### src/hw/rtl/npt_pkg.sv
package npt_pkg;

   localparam int TABLE_ENTRIES = 16;
   localparam int KEY_BITS      = 64;

   localparam int IDX_W      = (TABLE_ENTRIES > 1) ? $clog2(TABLE_ENTRIES) : 1;
   localparam int CNT_W      = $clog2(TABLE_ENTRIES + 1);
   localparam int KEY_PORT_W = 64;
   localparam int OUT_IDX_W  = 4;
   localparam int TRACK_W    = 5;

   localparam logic [31:0] LIMIT_RESET = 32'd60000;

   localparam logic [1:0] OP_REPORT = 2'd0;
   localparam logic [1:0] OP_SWEEP  = 2'd1;
   localparam logic [1:0] OP_READ   = 2'd2;

   typedef enum logic [2:0] {
      KIND_UPDATED      = 3'd0,
      KIND_BACK_ONLINE  = 3'd1,
      KIND_REGISTERED   = 3'd2,
      KIND_TABLE_FULL   = 3'd3,
      KIND_WENT_OFFLINE = 3'd4,
      KIND_SWEEP_DONE   = 3'd5,
      KIND_READ_OK      = 3'd6,
      KIND_READ_EMPTY   = 3'd7
   } kind_type;

   localparam logic [1:0] ENT_UNKNOWN = 2'd0;
   localparam logic [1:0] ENT_ONLINE  = 2'd1;
   localparam logic [1:0] ENT_OFFLINE = 2'd2;

   typedef struct packed {
      logic [KEY_BITS-1:0] key;
      logic [31:0]         seen;
      logic signed [8:0]   rssi;
      logic [7:0]          batt;
      logic [1:0]          state;
      logic [31:0]         frames;
      logic [31:0]         hbs;
   } entry_type;

   localparam int ENTRY_W = $bits(entry_type);

   typedef enum logic [3:0] {
      ST_IDLE  = 4'b0001,
      ST_SCAN  = 4'b0010,
      ST_FETCH = 4'b0100,
      ST_EMIT  = 4'b1000
   } seq_state_type;

endpackage

### src/hw/rtl/npt_ram.sv
module npt_ram #(
   parameter int WIDTH = 8,
   parameter int DEPTH = 16,
   localparam int ADDR_W = (DEPTH > 1) ? $clog2(DEPTH) : 1
) (
   input  logic              clock,
   input  logic              wr_en,
   input  logic [ADDR_W-1:0] wr_addr,
   input  logic [WIDTH-1:0]  wr_data,
   input  logic              rd_en,
   input  logic [ADDR_W-1:0] rd_addr,
   output logic [WIDTH-1:0]  rd_data
);

   logic [WIDTH-1:0] mem [DEPTH];
   logic [WIDTH-1:0] rd_data_ff;

   always_ff @(posedge clock) begin
      if (wr_en) begin
         mem[wr_addr] <= wr_data;
      end
      if (rd_en) begin
         rd_data_ff <= mem[rd_addr];
      end
   end

   assign rd_data = rd_data_ff;

endmodule

### src/hw/rtl/node_presence_table_with_aging.sv
// A report or sweep walks the table through one RAM read port, one entry per cycle while no
// expired entry's result is being emitted and rsp_stall does not hold the output; a report
// hit ends the walk early. A read fetches its entry from the RAM before it answers; an empty
// read answers with no RAM read. One item at a time; req_stall is high while an item is in work.
// Reset (synchronous, active high) clears the used bits, node count and sequencer, and
// loads the offline limit with 60000 ms. Table contents are not cleared.
module node_presence_table_with_aging (
   input  logic                      clock,
   input  logic                      reset,
   input  logic                      req_valid,
   output logic                      req_stall,
   input  logic [1:0]                req_operation,
   input  logic [npt_pkg::KEY_PORT_W-1:0] req_node_key,
   input  logic signed [8:0]         req_signal_strength,
   input  logic [7:0]                req_battery_level,
   input  logic                      req_is_heartbeat,
   input  logic [31:0]               req_now_ms,
   input  logic [3:0]                req_read_index,
   output logic                      rsp_valid,
   input  logic                      rsp_stall,
   output logic [2:0]                rsp_result_kind,
   output logic [3:0]                rsp_entry_index,
   output logic [npt_pkg::KEY_PORT_W-1:0] rsp_entry_key,
   output logic signed [8:0]         rsp_entry_rssi,
   output logic [7:0]                rsp_entry_battery,
   output logic [31:0]               rsp_entry_frames,
   output logic [31:0]               rsp_entry_heartbeats,
   output logic [1:0]                rsp_entry_state,
   output logic [31:0]               rsp_entry_last_seen,
   output logic [4:0]                rsp_nodes_tracked,
   output logic                      rsp_last_of_run,
   input  logic                      csr_valid,
   output logic                      csr_ready,
   input  logic [31:0]               csr_offline_limit_ms
);

   import npt_pkg::*;

   seq_state_type             state_ff, state_in;
   logic [CNT_W-1:0]          idx_ff, idx_in;
   logic                      rd_vld_ff, rd_vld_in;
   logic [IDX_W-1:0]          rd_idx_ff, rd_idx_in;
   logic                      free_vld_ff, free_vld_in;
   logic [IDX_W-1:0]          free_idx_ff, free_idx_in;
   logic [TABLE_ENTRIES-1:0]  used_ff, used_in;
   logic [CNT_W-1:0]          total_ff, total_in;
   logic [31:0]               limit_ff, limit_in;

   logic [1:0]                op_ff, op_in;
   logic [KEY_BITS-1:0]       key_ff, key_in;
   logic signed [8:0]         rssi_ff, rssi_in;
   logic [7:0]                batt_ff, batt_in;
   logic                      hb_ff, hb_in;
   logic [31:0]               now_ff, now_in;

   entry_type                 cur_ff, cur_in;
   logic [OUT_IDX_W-1:0]      cur_idx_ff, cur_idx_in;
   kind_type                  kind_ff, kind_in;
   logic                      last_ff, last_in;

   logic                      rsp_valid_ff;
   logic [2:0]                rsp_kind_ff;
   logic [3:0]                rsp_index_ff;
   logic [KEY_PORT_W-1:0]     rsp_key_ff;
   logic signed [8:0]         rsp_rssi_ff;
   logic [7:0]                rsp_batt_ff;
   logic [31:0]               rsp_frames_ff;
   logic [31:0]               rsp_hbs_ff;
   logic [1:0]                rsp_state_ff;
   logic [31:0]               rsp_seen_ff;
   logic [4:0]                rsp_tracked_ff;
   logic                      rsp_last_ff;

   logic                      ram_wr_en;
   logic [IDX_W-1:0]          ram_wr_addr;
   logic [ENTRY_W-1:0]        ram_wr_data;
   logic                      ram_rd_en;
   logic [IDX_W-1:0]          ram_rd_addr;
   logic [ENTRY_W-1:0]        ram_rd_data;

   entry_type                 rd_entry;
   entry_type                 hit_upd;
   entry_type                 off_upd;
   entry_type                 new_ent;
   logic [31:0]               age;
   logic                      used_r;
   logic                      hit;
   logic                      expire;
   logic                      read_ok;
   logic                      out_free;
   logic                      out_load;

   npt_ram #(
      .WIDTH (ENTRY_W),
      .DEPTH (TABLE_ENTRIES)
   ) u_table (
      .clock   (clock),
      .wr_en   (ram_wr_en),
      .wr_addr (ram_wr_addr),
      .wr_data (ram_wr_data),
      .rd_en   (ram_rd_en),
      .rd_addr (ram_rd_addr),
      .rd_data (ram_rd_data)
   );

   assign rd_entry = ram_rd_data;

   // Match unit: key compare for reports, modular age compare for sweeps.
   assign used_r = used_ff[rd_idx_ff];
   assign age    = now_ff - rd_entry.seen;
   assign hit    = rd_vld_ff && used_r && (op_ff == OP_REPORT) && (rd_entry.key == key_ff);
   assign expire = rd_vld_ff && used_r && (op_ff == OP_SWEEP)
                   && (rd_entry.state != ENT_OFFLINE) && (age >= limit_ff);

   always_comb begin
      hit_upd        = rd_entry;
      hit_upd.seen   = now_ff;
      hit_upd.rssi   = rssi_ff;
      hit_upd.batt   = batt_ff;
      hit_upd.frames = rd_entry.frames + 32'd1;
      hit_upd.hbs    = rd_entry.hbs + 32'(hb_ff);
      hit_upd.state  = ENT_ONLINE;

      off_upd        = rd_entry;
      off_upd.state  = ENT_OFFLINE;

      new_ent.key    = key_ff;
      new_ent.seen   = now_ff;
      new_ent.rssi   = rssi_ff;
      new_ent.batt   = batt_ff;
      new_ent.state  = ENT_ONLINE;
      new_ent.frames = 32'd1;
      new_ent.hbs    = 32'(hb_ff);
   end

   assign read_ok  = (32'(req_read_index) < TABLE_ENTRIES)
                     && used_ff[IDX_W'(req_read_index)];
   assign out_free = !rsp_valid_ff || !rsp_stall;
   assign out_load = (state_ff == ST_EMIT) && out_free;

   always_comb begin
      state_in    = state_ff;
      idx_in      = idx_ff;
      rd_vld_in   = 1'b0;
      rd_idx_in   = rd_idx_ff;
      free_vld_in = free_vld_ff;
      free_idx_in = free_idx_ff;
      used_in     = used_ff;
      total_in    = total_ff;
      limit_in    = csr_valid ? csr_offline_limit_ms : limit_ff;
      op_in       = op_ff;
      key_in      = key_ff;
      rssi_in     = rssi_ff;
      batt_in     = batt_ff;
      hb_in       = hb_ff;
      now_in      = now_ff;
      cur_in      = cur_ff;
      cur_idx_in  = cur_idx_ff;
      kind_in     = kind_ff;
      last_in     = last_ff;
      ram_rd_en   = 1'b0;
      ram_rd_addr = idx_ff[IDX_W-1:0];
      ram_wr_en   = 1'b0;
      ram_wr_addr = rd_idx_ff;
      ram_wr_data = hit_upd;

      unique case (state_ff)
         ST_IDLE: begin
            if (req_valid) begin
               op_in   = req_operation;
               key_in  = req_node_key[KEY_BITS-1:0];
               rssi_in = req_signal_strength;
               batt_in = req_battery_level;
               hb_in   = req_is_heartbeat;
               now_in  = req_now_ms;
               if (req_operation == OP_REPORT || req_operation == OP_SWEEP) begin
                  idx_in      = '0;
                  free_vld_in = 1'b0;
                  state_in    = ST_SCAN;
               end else if (req_operation == OP_READ) begin
                  cur_idx_in = req_read_index;
                  last_in    = 1'b1;
                  if (read_ok) begin
                     ram_rd_en   = 1'b1;
                     ram_rd_addr = IDX_W'(req_read_index);
                     kind_in     = KIND_READ_OK;
                     state_in    = ST_FETCH;
                  end else begin
                     cur_in   = '0;
                     kind_in  = KIND_READ_EMPTY;
                     state_in = ST_EMIT;
                  end
               end
            end
         end
         ST_SCAN: begin
            if (rd_vld_ff && !used_r && !free_vld_ff) begin
               free_vld_in = 1'b1;
               free_idx_in = rd_idx_ff;
            end
            if (hit) begin
               ram_wr_en   = 1'b1;
               ram_wr_data = hit_upd;
               cur_in      = hit_upd;
               cur_idx_in  = OUT_IDX_W'(rd_idx_ff);
               kind_in     = (rd_entry.state == ENT_ONLINE) ? KIND_UPDATED
                                                             : KIND_BACK_ONLINE;
               last_in     = 1'b1;
               state_in    = ST_EMIT;
            end else if (expire) begin
               ram_wr_en   = 1'b1;
               ram_wr_data = off_upd;
               cur_in      = off_upd;
               cur_idx_in  = OUT_IDX_W'(rd_idx_ff);
               kind_in     = KIND_WENT_OFFLINE;
               last_in     = 1'b0;
               state_in    = ST_EMIT;
            end else if (idx_ff < CNT_W'(TABLE_ENTRIES)) begin
               ram_rd_en = 1'b1;
               rd_vld_in = 1'b1;
               rd_idx_in = idx_ff[IDX_W-1:0];
               idx_in    = idx_ff + CNT_W'(1);
            end else if (!rd_vld_ff) begin
               // walk finished: close the item
               last_in  = 1'b1;
               state_in = ST_EMIT;
               if (op_ff == OP_REPORT) begin
                  if (free_vld_ff) begin
                     ram_wr_en            = 1'b1;
                     ram_wr_addr          = free_idx_ff;
                     ram_wr_data          = new_ent;
                     used_in[free_idx_ff] = 1'b1;
                     total_in             = total_ff + CNT_W'(1);
                     cur_in               = new_ent;
                     cur_idx_in           = OUT_IDX_W'(free_idx_ff);
                     kind_in              = KIND_REGISTERED;
                  end else begin
                     cur_in     = '0;
                     cur_in.key = key_ff;
                     cur_idx_in = '0;
                     kind_in    = KIND_TABLE_FULL;
                  end
               end else begin
                  cur_in     = '0;
                  cur_idx_in = '0;
                  kind_in    = KIND_SWEEP_DONE;
               end
            end
         end
         ST_FETCH: begin
            cur_in   = rd_entry;
            state_in = ST_EMIT;
         end
         ST_EMIT: begin
            if (out_free) begin
               state_in = last_ff ? ST_IDLE : ST_SCAN;
            end
         end
         default: begin
            state_in = ST_IDLE;
         end
      endcase
   end

   always_ff @(posedge clock) begin
      if (reset) begin
         state_ff     <= ST_IDLE;
         rd_vld_ff    <= 1'b0;
         used_ff      <= '0;
         total_ff     <= '0;
         limit_ff     <= LIMIT_RESET;
         rsp_valid_ff <= 1'b0;
      end else begin
         state_ff  <= state_in;
         rd_vld_ff <= rd_vld_in;
         used_ff   <= used_in;
         total_ff  <= total_in;
         limit_ff  <= limit_in;
         if (out_load) begin
            rsp_valid_ff <= 1'b1;
         end else if (!rsp_stall) begin
            rsp_valid_ff <= 1'b0;
         end
      end
   end

   always_ff @(posedge clock) begin
      idx_ff      <= idx_in;
      rd_idx_ff   <= rd_idx_in;
      free_vld_ff <= free_vld_in;
      free_idx_ff <= free_idx_in;
      op_ff       <= op_in;
      key_ff      <= key_in;
      rssi_ff     <= rssi_in;
      batt_ff     <= batt_in;
      hb_ff       <= hb_in;
      now_ff      <= now_in;
      cur_ff      <= cur_in;
      cur_idx_ff  <= cur_idx_in;
      kind_ff     <= kind_in;
      last_ff     <= last_in;
      if (out_load) begin
         rsp_kind_ff    <= kind_ff;
         rsp_index_ff   <= cur_idx_ff;
         rsp_key_ff     <= KEY_PORT_W'(cur_ff.key);
         rsp_rssi_ff    <= cur_ff.rssi;
         rsp_batt_ff    <= cur_ff.batt;
         rsp_frames_ff  <= cur_ff.frames;
         rsp_hbs_ff     <= cur_ff.hbs;
         rsp_state_ff   <= cur_ff.state;
         rsp_seen_ff    <= cur_ff.seen;
         rsp_tracked_ff <= TRACK_W'(total_ff);
         rsp_last_ff    <= last_ff;
      end
   end

   assign req_stall            = (state_ff != ST_IDLE);
   assign csr_ready            = 1'b1;
   assign rsp_valid            = rsp_valid_ff;
   assign rsp_result_kind      = rsp_kind_ff;
   assign rsp_entry_index      = rsp_index_ff;
   assign rsp_entry_key        = rsp_key_ff;
   assign rsp_entry_rssi       = rsp_rssi_ff;
   assign rsp_entry_battery    = rsp_batt_ff;
   assign rsp_entry_frames     = rsp_frames_ff;
   assign rsp_entry_heartbeats = rsp_hbs_ff;
   assign rsp_entry_state      = rsp_state_ff;
   assign rsp_entry_last_seen  = rsp_seen_ff;
   assign rsp_nodes_tracked    = rsp_tracked_ff;
   assign rsp_last_of_run      = rsp_last_ff;

endmodule

### config.mk
export PLATFORM = sky130hd
export DESIGN_NAME = node_presence_table_with_aging
export DESIGN_NICKNAME = d
export VERILOG_FILES = /design/src/hw/rtl/npt_pkg.sv /design/src/hw/rtl/npt_ram.sv /design/src/hw/rtl/node_presence_table_with_aging.sv
export SDC_FILE = /design/constraint.sdc
export NUM_CORES = 2
export LEC_CHECK = 0
export BUFFER_PORTS_ARGS = -buffer_cell sky130_fd_sc_hd__buf_2
export CAP_MARGIN = 20
export CORE_AREA = 4 4 648 650
export DETAILED_ROUTE_END_ITERATION = 6
export DIE_AREA = 0 0 652 654
export GPL_ROUTABILITY_DRIVEN = 0
export RECOVER_POWER = 50
export SYNTH_ARGS = -nofsm -noshare
export SYNTH_HDL_FRONTEND = slang
export SYNTH_SLANG_ARGS = --single-unit
### constraint.sdc
create_clock -name clock -period 29.3 [get_ports clock]
set_clock_uncertainty 0.2 [all_clocks]
set_input_delay 2.93 -clock clock [delete_from_list [all_inputs] [get_ports clock]]
set_output_delay 2.93 -clock clock [all_outputs]
set_load 0.005 [all_outputs]
### After elaboration in Yosys (flattened, before gate mapping)

Memories as Yosys holds them, arrays and structs flattened. A register that Yosys moved wholly into a read port is not among the register bits.
Index checks and enable logic that the tools add are counted.

* register bits: 568
* RAM bits: 2864
* input bits: 157
* memories: 1

* add/subtract/negate cells: 5
* $lt $le $gt $ge: 6
* eq/ne operators: 25
* muxes and demuxes: 106
* bitwise logic cells: 6
* reduce and logical (&&, ||, !) cells: 30

Memory list
* u_table.mem: words 16, width 179, rd ports 1, clocked after memory_dff 1, write ports 1, line npt_ram.sv:15 `logic [WIDTH-1:0] mem [DEPTH];`

Operators with widths (count)
* 179-bit 2-to-1 mux: 16
* 179-bit case mux with 3 select lines: 1
* 4-bit 2-to-1 mux: 30
* 115-bit 2-to-1 mux: 1
* 64-bit == test: 1
* 1-bit 2-to-1 mux: 34
* 32-bit by 1-bit adder with 32-bit output: 1
* 32-bit by 1-bit adder with 32-bit output (second input constant): 1
* 32-bit >= comparator: 1
* 32-bit subtractor: 1
* 5-bit 2-to-1 mux: 5
* 3-bit 2-to-1 mux: 8
* 2-bit != test (second input constant): 11
* 16-bit bitwise OR: 1
* 4-bit case mux with 4 select lines: 1
* 4-bit by 5-bit < comparator with 1-bit output (second input constant): 3
* 7-bit AND reduction: 2
* 6-bit AND reduction: 2
* 5-bit by 1-bit adder with 5-bit output (second input constant): 2
* 1-bit logical AND: 10
* 5-bit case mux with 2 select lines: 1
* 1-bit binary-select mux with 4-bit select: 2
* 4-bit != test (second input constant): 2
* 4-bit case mux with 2 select lines: 1
* 25 further kinds: 40

### Longest topological paths before layout

* depth in word-level cells: 11
* depth in mapped cells: 25
* gate-level depth less buffers: 22

### Cells and area by module

Synthesis repeated with hierarchy kept, for this count alone.

* cell total of the unflattened synthesis: 7121
* area total of the unflattened synthesis: 139830.4 sq um

By module, submodules not included
* npt_ram: times used 1, cells each 4674, area an instance 112709.3 sq um, seq. area each 91377.6 sq um
* node_presence_table_with_aging: times used 1, cells each 2447, area an instance 27121.0 sq um, seq. area each 16465.8 sq um

### Least setup slack after synthesis

OpenSTA, ideal clock, no wires.

* path type: input to register
* from: in req_valid
* to: reg cur_ff[0] in the netlist's numbering (enable)
* data arrival time: 14.412 ns
* path slack: 13.911 ns
* stages: 4
* buffers on the path: 0
* cells stage by stage: nand2_1 inv_1 a311oi_1 a21oi_1

* longest elaborated chain between the ends: 2

RTL lines
* start: declaration: line node_presence_table_with_aging.sv:10 `input logic req_valid,`
* 2-bit != test (no source line)
* 7-bit AND reduction (no source line)
* end signal: assignment: line node_presence_table_with_aging.sv:298 `cur_ff <= cur_in;`
* end: declaration: line node_presence_table_with_aging.sv:56 `entry_type cur_ff, cur_in;`

No other way between the ends.
A chain may end at the register's enable or synchronous reset.

### Worst setup path after layout

* from: in req_valid
* to: reg cur_ff[137] in the netlist's numbering (enable)

Same word-level chain as after synthesis.

==> flow_summary.ini <==
[status]
run_status = finished with violations
violations = design-rule violations, max-capacitance violations, max-slew violations

[grt]
grt_use_met2 = 0.312
grt_max_degree = 200
grt_first_pass_wirelength_um = 620000
grt_use_met3 = 0.0285
antenna_found_initial = 29
overflow = 0
grt_use_total = 0.195
grtUsageMet1 = 0.266
globalRoute.busiestLayer = met2
grt_pass1_vias = 88200

[critical_path]
crit_path_start = req_valid
crit_arrival_ns = 14.50
critical_path_class = input port to flip-flop
rr_startpoint = state_ff[1]$_SDFFE_PP0P_
cp_max_fo = 102
required_ns = 29.37
r2r_cells = 8
cp-start-kind = input port
crit_path_end_kind = flip-flop
reg2reg_to = u_table.mem[15][88]$_DFFE_PP_
rrSetupSlack_ns = 15.15

[power]
p_switching_mw = 2.48
p_int_mw = 8.52
finalPower_mw = 11.0
ir_worst_vdd_uv = 53.8
power_density_nw_per_um2 = 67.1
combPwrFrac = 0.052
p_sw_frac = 0.226
p_leak_nw = 55.2
p_seq_frac = 0.522
clockPowerShare = 0.425

[yosys]
yosys_warnings = 0
syn-instance-count = 11200
synth-seq-area-share = 0.747
synth_top_area_cell = edfxtp_1
synth_enable_flop_cells = 3552
syn-num-nets = 11400
ys.flop_type = edfxtp_1
synth.avg_cell_area_um2 = 12.9
ys_seq_elements = 3611
synth_area_leaders = edfxtp_1 74%, nand2_1 8.2%, nand3_1 6.4%, nand4_1 1.2%, clkbuf_1 1.1%
ys_types = 72
synth_top_area_share = 0.739
synth-async-reset-ratio = 0
synth.cell_area_um2 = 144000

[floorplan]
pin_count = 352
initial_core_util = 0.349
die-width_um = 652
rows = 236
die_h_um = 654
core-area_um2 = 413000
die_area_um2 = 426000

[clock_tree]
cts_root_buf = clkbuf_16
cts_buffers = 368
cts_resized = 0
insertion_delay_ns = 0.97
clock_path_buffers = 4
htreeDepth = 5
clk_pin_slew_worst_paths_ns = 0.06
cts_sinks = 3611
cts_tree = done
cts_hold_buf = 0
post-cts-setup-buffers = 0

[place]
dp_hpwl_um = 226000
pre_cts_ws_ns = 19.80
io_buffers = 350
dp_cells = 16500

[worst_hold_path]
holdPathStages = 0
hp-class = flip-flop to flip-flop
whs_endpoint = rsp_entry_heartbeats[12]$_DFFE_PP_
hp-start = cur_ff[12]$_DFFE_PP_

[drt]
wl_um = 431000
vias_per_cell = 5.40
drtAntennaViolNets = 0
remaining_drc_errors = 1
drt_iter0_drc = 10400
dr.pass1.iters = 7
vias = 93000
routedWlPerCell_um = 25.0

[timing]
timing.final.crit_share = 0.492
rsz0062_at_grt = no
slew_headroom = -4.73
setup_tns_ns = 0
hold_viol = 0
hold_ws_ns = 0.200
setup_slack_ns = 14.88
worst_pin_slew_ns = 8.59
fmax_mhz = 69.3
period_needed_ns = 14.42
setup_viol = 0
slew_violations = 1512

[final_layout]
final_cell_count_no_fill = 17200
fin_nets = 11700
syn2layout_area_growth_pct = 13.6
drive_above_1_share = 0.0754

[flow_run]
cap_violations = 33
[logic make-up (layout without fill, tap and decap cells)]
family	count (synthesis)	in the layout	share of synthesized area
flip-flops	3611	3611	0.747
buffers and inverters	812	1384	0.0233
XOR/XNOR	91	91	0.00552
AND/OR/NAND/NOR	5624	5624	0.170
other	1	13	0.0000260
multiplexers	112	112	0.00887
AO/OA/AOI/OAI	862	862	0.0389
adder cells (fa/ha/maj)	69	69	0.00603
[placed cells by master (no fill, tap or decap), types with 93 or more instances in the layout]
master,instances
buf_2,133
nand2_1,3138
nor2_1,186
inv_1,99
clkbuf_16,372
o21ai_0,160
buf_4,121
nand4_1,277
clkbuf_1,383
clkinv_1,93
nand3_1,1858
edfxtp_1,3552
a21oi_1,234
[area by class of cell]
type,instances,area [um^2]
Tap cell,5474,6850
Inverter,103,389
Clock inverter,243,2380
Sequential cell,3611,108000
Clock buffer,433,9580
Fill cell,38200,249000
Multi-Input combinational cell,6759,33500
Antenna cell,12,30.0
Timing Repair Buffer,605,3300
[power groups by stage]
| stage | sequential (mW) | clock [mW] | combinational [mW] |
|---|---|---|---|
| after global placement | 5.85 | 0 | 0.575 |
| final | 5.75 | 4.68 | 0.576 |
| after detailed placement | 5.85 | 0 | 0.582 |
| after global routing | 5.75 | 4.96 | 0.632 |
| after floorplan | 5.83 | 0 | 0.368 |
| after CTS | 5.74 | 4.74 | 0.585 |
[synthesized netlist by cell type, types with 23 or more instances]
| master | number |
|---|---|
| a22oi_1 | 44 |
| clkbuf_1 | 419 |
| and3_1 | 42 |
| nand3_1 | 1858 |
| buf_1 | 83 |
| a31oi_1 | 42 |
| a22o_1 | 78 |
| inv_1 | 102 |
| a21o_1 | 24 |
| o21ai_0 | 161 |
| a21boi_0 | 29 |
| dfxtp_1 | 59 |
| a2111oi_0 | 29 |
| o22ai_1 | 23 |
| mux2i_1 | 77 |
| mux2_2 | 24 |
| nand2_1 | 3140 |
| nor2_1 | 192 |
| nor3_1 | 27 |
| ha_1 | 68 |
| buf_2 | 189 |
| a21oi_1 | 249 |
| xnor2_1 | 71 |
| nand4_1 | 277 |
| o31ai_1 | 53 |
| edfxtp_1 | 3552 |
[through the flow]
step            util  instance area (um^2)
2_1_floorplan      -                144000
3_3_place_gp   0.369                153000
3_5_place_dp   0.370                153000
4_1_cts        0.399                165000
5_1_grt        0.397                164000
6_report       0.397                164000
[worst max-delay path: stages]
cell and delay (ns):
clkbuf_1 0.16, nand2_1 0.11, clkinvlp_2 2.92, a311oi_1 0.83
a21oi_1 1.67, clkbuf_1 5.59
[worst max-delay path by stage]
stage / end / slack, ns / depth (start not counted)
final: cur_ff[137]$_DFFE_PP_ / 14.88 / 6
after detailed placement: u_table.rd_data[138]$_DFFE_PP_ / 19.80 / 13
after floorplan: cur_ff[0]$_DFFE_PP_ / 13.91 / 4
after CTS: u_table.mem[13][142]$_DFFE_PP_ / 20.30 / 24
after global placement: u_table.rd_data[106]$_DFFE_PP_ / 19.79 / 13
after global routing: cur_ff[130]$_DFFE_PP_ / 14.52 / 6
[state kept, by name, summed over array words and instances, names as in the netlist, 64 cells and up]
register and count:
key_ff 64, cur_ff 179, u_table.rd_data 179, rsp_entry_key 64, u_table.mem 2864
[layer usage]
layer  up-vias  wire length (um)  share of wire
met5         -               110        0.00026
met3       764             33900          0.079
met2      4013            201000           0.47
met1     46800            177000           0.41
met4        18             18700          0.043
li1      41500                 -              -
Note: power is estimated with default switching activity, not from simulation.
